===== src/ias_pkg.sv =====
// ----------------------------------------------------------------------------
// ias_pkg
// Types and field widths shared by the interval activity selector files.
// ----------------------------------------------------------------------------
`default_nettype none

package ias_pkg;

  localparam int unsigned TimeW = 16;
  localparam int unsigned NumW  = 7;

  typedef logic [TimeW-1:0] time_t;
  typedef logic [NumW-1:0]  num_t;

endpackage

`default_nettype wire


===== src/ias_in_if.sv =====
// ----------------------------------------------------------------------------
// ias_in_if
// Valid/ready channel that carries one meeting interval per transfer.
// ----------------------------------------------------------------------------
`default_nettype none

interface ias_in_if;

  logic          valid;
  logic          ready;
  ias_pkg::time_t start_time;
  ias_pkg::time_t finish_time;
  logic          final_entry;

  modport source (output valid, output start_time, output finish_time,
                  output final_entry, input ready);
  modport sink   (input valid, input start_time, input finish_time,
                  input final_entry, output ready);

endinterface

`default_nettype wire


===== src/ias_out_if.sv =====
// ----------------------------------------------------------------------------
// ias_out_if
// Valid/ready channel that carries one selected meeting number per transfer.
// ----------------------------------------------------------------------------
`default_nettype none

interface ias_out_if;

  logic          valid;
  logic          ready;
  ias_pkg::num_t meeting_number;
  logic          last_of_run;

  modport source (output valid, output meeting_number, output last_of_run,
                  input ready);
  modport sink   (input valid, input meeting_number, input last_of_run,
                  output ready);

endinterface

`default_nettype wire


===== src/interval_activity_selector.sv =====
// Load: one interval per cycle is taken while loading; items beyond MAX_MEETINGS are dropped.
// Selection after the final item runs n scan passes for n stored intervals, each reading
//   every stored entry from the memory with registered read data, then a decide state.
// Emission walks the chosen map one position per cycle while the output stage is free;
//   input is taken again once the last result is in the output stage.
// Reset clears all control state and the chosen map; the interval memory is not cleared.
// ----------------------------------------------------------------------------
// interval_activity_selector
// Greedy activity selection over a set of meeting intervals held in a memory.
// ----------------------------------------------------------------------------
`default_nettype none

module interval_activity_selector #(
  parameter int unsigned MAX_MEETINGS = 64
) (
  input  wire        clk_i,
  input  wire        rst_ni,
  ias_in_if.sink     in_i,
  ias_out_if.source  out_o
);

  localparam int unsigned IdxW = (MAX_MEETINGS > 1) ? $clog2(MAX_MEETINGS) : 1;
  localparam int unsigned CntW = $clog2(MAX_MEETINGS + 1);
  localparam int unsigned TW   = ias_pkg::TimeW;

  typedef enum logic [1:0] {
    ST_LOAD,
    ST_SCAN,
    ST_DECIDE,
    ST_EMIT
  } state_e;

  state_e              state_q, state_d;
  logic [CntW-1:0]     cnt_q, cnt_d;
  logic [CntW-1:0]     n_q, n_d;
  logic [IdxW-1:0]     addr_q, addr_d;
  logic                iss_q, iss_d;
  logic                rv_q, rv_d;
  logic [IdxW-1:0]     ridx_q, ridx_d;
  logic [IdxW-1:0]     pass_q, pass_d;
  logic                first_q, first_d;
  logic                bhave_q, bhave_d;
  ias_pkg::time_t      bfin_q, bfin_d;
  ias_pkg::time_t      bsta_q, bsta_d;
  logic [IdxW-1:0]     bidx_q, bidx_d;
  ias_pkg::time_t      cfin_q, cfin_d;
  logic [IdxW-1:0]     cidx_q, cidx_d;
  ias_pkg::time_t      lfin_q, lfin_d;
  logic [MAX_MEETINGS-1:0] map_q, map_d;
  logic [IdxW-1:0]     eidx_q, eidx_d;
  logic                ovalid_q, ovalid_d;
  ias_pkg::num_t       onum_q, onum_d;
  logic                olast_q, olast_d;

  // Interval memory: {start, finish} per entry
  logic [2*TW-1:0]     mem_q [MAX_MEETINGS];
  logic [2*TW-1:0]     rdata_q;
  logic                mem_we, mem_re;
  logic [IdxW-1:0]     mem_wa, mem_ra;

  logic                in_xfer;
  logic                slot_free;
  logic [IdxW-1:0]     last_idx;
  ias_pkg::time_t      rd_fin, rd_sta;
  logic                cand;
  logic                take;
  logic [MAX_MEETINGS-1:0] map_rest;
  logic                is_last;

  assign in_i.ready           = (state_q == ST_LOAD);
  assign in_xfer              = in_i.valid && in_i.ready;
  assign slot_free            = !ovalid_q || out_o.ready;
  assign last_idx             = IdxW'(n_q - CntW'(1));
  assign rd_fin               = rdata_q[TW-1:0];
  assign rd_sta               = rdata_q[2*TW-1:TW];
  assign out_o.valid          = ovalid_q;
  assign out_o.meeting_number = onum_q;
  assign out_o.last_of_run    = olast_q;

  // Successor test in (finish, position) order relative to the cursor
  assign cand = first_q || (rd_fin > cfin_q) || ((rd_fin == cfin_q) && (ridx_q > cidx_q));
  // Greedy acceptance of the best candidate of a pass
  assign take = first_q || (bsta_q > lfin_q);

  // Chosen map with the position under the emit pointer removed
  always_comb begin
    map_rest         = map_q;
    map_rest[eidx_q] = 1'b0;
  end
  assign is_last = ~|map_rest;

  // Next-state logic
  always_comb begin
    state_d  = state_q;
    cnt_d    = cnt_q;
    n_d      = n_q;
    addr_d   = addr_q;
    iss_d    = iss_q;
    rv_d     = 1'b0;
    ridx_d   = ridx_q;
    pass_d   = pass_q;
    first_d  = first_q;
    bhave_d  = bhave_q;
    bfin_d   = bfin_q;
    bsta_d   = bsta_q;
    bidx_d   = bidx_q;
    cfin_d   = cfin_q;
    cidx_d   = cidx_q;
    lfin_d   = lfin_q;
    map_d    = map_q;
    eidx_d   = eidx_q;
    ovalid_d = ovalid_q && !out_o.ready;
    onum_d   = onum_q;
    olast_d  = olast_q;
    mem_we   = 1'b0;
    mem_wa   = cnt_q[IdxW-1:0];
    mem_re   = 1'b0;
    mem_ra   = addr_q;

    unique case (state_q)
      ST_LOAD: begin
        if (in_xfer) begin
          // Store while there is room; drop the item otherwise
          if (cnt_q < CntW'(MAX_MEETINGS)) begin
            mem_we = 1'b1;
            cnt_d  = cnt_q + CntW'(1);
          end
          if (in_i.final_entry) begin
            n_d     = (cnt_q < CntW'(MAX_MEETINGS)) ? cnt_q + CntW'(1) : cnt_q;
            cnt_d   = '0;
            addr_d  = '0;
            iss_d   = 1'b1;
            pass_d  = '0;
            first_d = 1'b1;
            bhave_d = 1'b0;
            map_d   = '0;
            state_d = ST_SCAN;
          end
        end
      end

      ST_SCAN: begin
        // Issue one read per cycle over the stored entries
        if (iss_q) begin
          mem_re = 1'b1;
          rv_d   = 1'b1;
          ridx_d = addr_q;
          if (addr_q == last_idx) begin
            iss_d = 1'b0;
          end else begin
            addr_d = addr_q + IdxW'(1);
          end
        end
        // Keep the smallest successor of the cursor
        if (rv_q) begin
          if (cand && (!bhave_q || (rd_fin < bfin_q))) begin
            bhave_d = 1'b1;
            bfin_d  = rd_fin;
            bsta_d  = rd_sta;
            bidx_d  = ridx_q;
          end
          if (ridx_q == last_idx) begin
            state_d = ST_DECIDE;
          end
        end
      end

      ST_DECIDE: begin
        if (take) begin
          map_d[bidx_q] = 1'b1;
          lfin_d        = bfin_q;
        end
        // Advance the cursor to this pass's interval
        cfin_d  = bfin_q;
        cidx_d  = bidx_q;
        first_d = 1'b0;
        bhave_d = 1'b0;
        if (pass_q == last_idx) begin
          eidx_d  = '0;
          state_d = ST_EMIT;
        end else begin
          pass_d  = pass_q + IdxW'(1);
          addr_d  = '0;
          iss_d   = 1'b1;
          state_d = ST_SCAN;
        end
      end

      ST_EMIT: begin
        // Walk the map in ascending position, one per cycle when the stage is free
        if (slot_free) begin
          eidx_d = eidx_q + IdxW'(1);
          if (map_q[eidx_q]) begin
            ovalid_d      = 1'b1;
            onum_d        = ias_pkg::NumW'(eidx_q) + ias_pkg::NumW'(1);
            olast_d       = is_last;
            map_d[eidx_q] = 1'b0;
            if (is_last) begin
              state_d = ST_LOAD;
            end
          end
        end
      end

      default: begin
        state_d = ST_LOAD;
      end
    endcase
  end

  // Interval memory with registered read data
  always_ff @(posedge clk_i) begin
    if (mem_we) begin
      mem_q[mem_wa] <= {in_i.start_time, in_i.finish_time};
    end
    if (mem_re) begin
      rdata_q <= mem_q[mem_ra];
    end
  end

  // State and registered outputs
  always_ff @(posedge clk_i or negedge rst_ni) begin
    if (!rst_ni) begin
      state_q  <= ST_LOAD;
      cnt_q    <= '0;
      n_q      <= '0;
      addr_q   <= '0;
      iss_q    <= 1'b0;
      rv_q     <= 1'b0;
      ridx_q   <= '0;
      pass_q   <= '0;
      first_q  <= 1'b1;
      bhave_q  <= 1'b0;
      bfin_q   <= '0;
      bsta_q   <= '0;
      bidx_q   <= '0;
      cfin_q   <= '0;
      cidx_q   <= '0;
      lfin_q   <= '0;
      map_q    <= '0;
      eidx_q   <= '0;
      ovalid_q <= 1'b0;
      onum_q   <= '0;
      olast_q  <= 1'b0;
    end else begin
      state_q  <= state_d;
      cnt_q    <= cnt_d;
      n_q      <= n_d;
      addr_q   <= addr_d;
      iss_q    <= iss_d;
      rv_q     <= rv_d;
      ridx_q   <= ridx_d;
      pass_q   <= pass_d;
      first_q  <= first_d;
      bhave_q  <= bhave_d;
      bfin_q   <= bfin_d;
      bsta_q   <= bsta_d;
      bidx_q   <= bidx_d;
      cfin_q   <= cfin_d;
      cidx_q   <= cidx_d;
      lfin_q   <= lfin_d;
      map_q    <= map_d;
      eidx_q   <= eidx_d;
      ovalid_q <= ovalid_d;
      onum_q   <= onum_d;
      olast_q  <= olast_d;
    end
  end

endmodule

`default_nettype wire


===== src/flat_wrapper.sv =====
// flat-port wrapper written by rule: the top's interface ports become plain ports
module interval_activity_selector_flat 
#(
  parameter int unsigned MAX_MEETINGS = 64
)
  (clk_i, rst_ni, in_i_valid, in_i_start_time, in_i_finish_time, in_i_final_entry, in_i_ready, out_o_valid, out_o_meeting_number, out_o_last_of_run, out_o_ready);
  ias_in_if in_i_i ();
  ias_out_if out_o_i ();
  input  wire clk_i;
  input  wire rst_ni;
  input wire logic [$bits(in_i_i.valid)-1:0] in_i_valid;
  input wire logic [$bits(in_i_i.start_time)-1:0] in_i_start_time;
  input wire logic [$bits(in_i_i.finish_time)-1:0] in_i_finish_time;
  input wire logic [$bits(in_i_i.final_entry)-1:0] in_i_final_entry;
  output wire logic [$bits(in_i_i.ready)-1:0] in_i_ready;
  output wire logic [$bits(out_o_i.valid)-1:0] out_o_valid;
  output wire logic [$bits(out_o_i.meeting_number)-1:0] out_o_meeting_number;
  output wire logic [$bits(out_o_i.last_of_run)-1:0] out_o_last_of_run;
  input wire logic [$bits(out_o_i.ready)-1:0] out_o_ready;
  assign in_i_i.valid = in_i_valid;
  assign in_i_i.start_time = in_i_start_time;
  assign in_i_i.finish_time = in_i_finish_time;
  assign in_i_i.final_entry = in_i_final_entry;
  assign in_i_ready = in_i_i.ready;
  assign out_o_valid = out_o_i.valid;
  assign out_o_meeting_number = out_o_i.meeting_number;
  assign out_o_last_of_run = out_o_i.last_of_run;
  assign out_o_i.ready = out_o_ready;
  interval_activity_selector #(.MAX_MEETINGS(MAX_MEETINGS)) u_core (.clk_i(clk_i), .rst_ni(rst_ni), .in_i(in_i_i), .out_o(out_o_i));
endmodule

===== config.mk =====
export PLATFORM = sky130hd
export DESIGN_NAME = interval_activity_selector_flat
export DESIGN_NICKNAME = d
export VERILOG_FILES = /design/src/ias_pkg.sv /design/src/ias_in_if.sv /design/src/ias_out_if.sv /design/src/interval_activity_selector.sv /design/src/flat_wrapper.sv
export SDC_FILE = /design/constraint.sdc
export NUM_CORES = 2
export LEC_CHECK = 0
export BUFFER_PORTS_ARGS = -buffer_cell sky130_fd_sc_hd__buf_2
export CAP_MARGIN = 20
export CORE_AREA = 10 10 459 461
export DETAILED_ROUTE_END_ITERATION = 6
export DIE_AREA = 0 0 469 471
export PLACE_DENSITY = 0.59
export SLEW_MARGIN = 20
export SYNTH_ARGS = -nofsm -noshare
export SYNTH_HDL_FRONTEND = slang
export SYNTH_SLANG_ARGS = --single-unit

===== constraint.sdc =====
create_clock -name clk_i -period 3.97 [get_ports clk_i]
set_clock_uncertainty 0.1 [all_clocks]
set_input_delay 0.397 -clock clk_i [delete_from_list [all_inputs] [get_ports clk_i]]
set_output_delay 0.397 -clock clk_i [all_outputs]
set_load 0.01 [all_outputs]

==> flow_summary.ini <==
[outcome]
status = finished, violations left
violations = hold timing

[synthesis]
ys_types = 68
ys.warnings.count = 0
synth.area.top_cells = edfxtp_1 69%, mux4_2 17%, dfrtp_1 5.3%
synth_top_flop_cell = edfxtp_1
synth_seq_area_share_pct = 74.7
netlist_area_um2 = 90100
synth_top_area_share_pct = 69.3
syn_inst = 4174
synth_top_cell_by_area = edfxtp_1
ys_ff_latch = 2272
synth_nets = 4269
syn_area_per_cell_um2 = 21.6
async_flop_share_pct = 8.45
synth_edf_count = 2080

[cells_and_area]
multi_input_area_um2 = 22000
fin_nets = 4535
final_common_cell = edfxtp_1
seqCellArea_um2 = 67300
layout_common_cells = 2080 x edfxtp_1, 675 x mux4_2, 223 x clkbuf_16, 185 x dfrtp_1, 182 x buf_4
finish.utilization_pct = 51.2
syn_to_final_growth_pct = 14.4
fillerInstances = 15700
drive_gt1_share_pct = 30.3

[clock_network]
root_buffer = clkbuf_16
clockBufferDepth = 3
cts_resized = 0
cts_sinks = 2272
cts_buffers = 222
clk_latency_ns = 0.88
clk_pin_slew_ns = 0.06
cts_htree_levels = 4
cts_tree = built

[grt]
grt_max_degree = 98
overflow = 0
grtUsageTotal_pct = 20.9
grt_pass1_vias = 44400
antenna_found_initial = 20
grt_pass1_wl_um = 334000

[detailed_routing]
vias = 44600
via_per_inst = 6.10
detail_route.wl_per_cell_um = 31.8
ant_nets = 0
firstDrtPassIters = 6
drc = 0
drtIter0Drc = 5232
routed_wl_um = 232000

[hold_path]
worstHoldPathType = in -> reg
min_from = in_i_start_time[8]

[place]
numPortBuffers = 46
dp_hpwl_um = 132000
finalWeightedCongestion = 0.928

[die]
rows = 165
fp.dieH_um = 471
coreArea_um2 = 201000
start_util_pct = 44.8
io_pins = 47
die_area_um2 = 221000
chipWidth_um = 469

[setup_path]
crit_arrival_ns = 4.03
worstSetupPathType = reg -> reg
required_ns = 4.48
startpoint_type = flop
r2r-start = u_core.addr_q[0]
cp-end-kind = flop
critPathMaxFanout = 36
cp-startpoint = u_core.addr_q[0]

[sta]
max_freq_mhz = 285
rsz0062_at_grt = false
tns_ns = 0
fin_hold_ws_ns = -0.00909
finalCritPeriodShare_pct = 88.5
setup_viol = 0
slew_violations = 0
hold_viol_final = 13
fin_crit_ns = 3.51
worst_pin_slew_ns = 1.12
relSlewSlack_pct = 25.0

[power_and_ir_drop]
p_leak_nw = 31.9
vdd_drop_max_v = 0.000383
powerDensity_nw_per_um2 = 479
power.total_mw = 49.3

[run]
cap_violations = 0
## repair_timing
item                       in CTS  in global routing
setup endpoints to repair       0                  0
hold endpoints to repair      134                583
hold buffers                    6                 25
buffers inserted                0                  0
## area by class of cell
class | instances | share of cell area [%]
multi-input cells | 1581 | 21.3
clock buffers | 276 | 5.66
flip-flops and latches | 2272 | 65.3
inverters | 69 | 0.253
repair buffers | 294 | 2.96
diodes | 9 | 0.0219
well taps | 2672 | 3.24
clock inverters | 128 | 1.22
## state kept, by name, indices dropped and copies added (netlist names), 2 cells and up
name                         cells
u_core.addr_q                    6
u_core.bfin_q                   16
u_core.bidx_q                    6
u_core.bsta_q                   16
u_core.cfin_q                   16
u_core.cidx_q                    6
u_core.cnt_q                     7
u_core.eidx_q                    6
u_core.lfin_q                   16
u_core.map_q                    64
u_core.mem_q                  2048
u_core.n_q                       6
u_core.out_o.meeting_number      7
u_core.pass_q                    6
u_core.rdata_q                  32
u_core.ridx_q                    6
u_core.state_q                   2
## cells by family after synthesis
group	count (synthesis)	share of synthesized area (%)
flip-flops	2272	74.7
multiplexers	765	18.0
AND/OR/NAND/NOR	381	2.18
AO/OA/AOI/OAI	344	2.55
buffers and inverters	321	1.47
adder cells (fa/ha/maj)	58	0.806
XOR/XNOR	33	0.367
## report_power, final
group / leakage (nW) / internal, mW / switching, mW
registers: 21.0 / 26.3 / 0.261
logic: 7.37 / 0.717 / 1.52
clock network: 3.47 / 11.6 / 8.97
## synth_stat cells, types with 13 or more instances
cell type / count
edfxtp_1: 2080
mux4_2: 675
dfrtp_1: 191
clkbuf_1: 140
nor2_1: 113
o21ai_0: 109
nand4_1: 77
nand2_1: 75
inv_1: 68
o31ai_1: 63
ha_1: 58
o211ai_1: 57
buf_2: 55
mux2_2: 54
buf_1: 47
mux2i_1: 33
a21oi_1: 24
nand3_1: 22
xnor2_1: 20
a21o_1: 15
nor2b_1: 13
## worst max-delay path, stage by stage, from the launching register on
cell and delay (ns):
dfrtp_4 0.76, buf_4 0.36, buf_12 0.32, mux4_2 0.56, mux4_2 0.59, mux4_2 0.50
## stage by stage
step | setup slack (ns) | std cells | cell area, um^2 | hold slack [ns]
after CTS | 0.425 | 7267 | 103000 | 0.0679
after global routing | 0.215 | 7295 | 103000 | 0.00133
final | 0.456 | 7301 | 103000 | -0.00909
after global placement | 0.475 | 6857 | 95600 | 0.363
after detailed placement | 0.440 | 6857 | 95600 | 0.378
after floorplan | 0.655 | 4174 | 90100 | 0.00141
## routing by layer
| layer | up-vias | track usage [%] | wire, um |
|---|---|---|---|
| met5 | - | 0 | 7 |
| met4 | 2 | 5.04 | 4670 |
| met3 | 316 | 3.19 | 14800 |
| met2 | 1689 | 33.3 | 113000 |
| met1 | 24400 | 30.5 | 100000 |
| li1 | 18200 | - | - |
## worst paths after layout
check / endpoint / slack (ns) / depth (start not counted)
min in group asynchronous: u_core.out_o.meeting_number[6] / 0.08 / 2
hold reg to reg: u_core.bsta_q[6] / 0.39 / 1
setup / recovery: u_core.rdata_q[8] / 0.46 / 5
max in group asynchronous: u_core.map_q[36] / 2.69 / 3
hold / removal: u_core.mem_q[34][24] / -0.009 / 1
setup reg to reg: u_core.rdata_q[8] / 0.46 / 5
(Power assumes the default switching activity.)
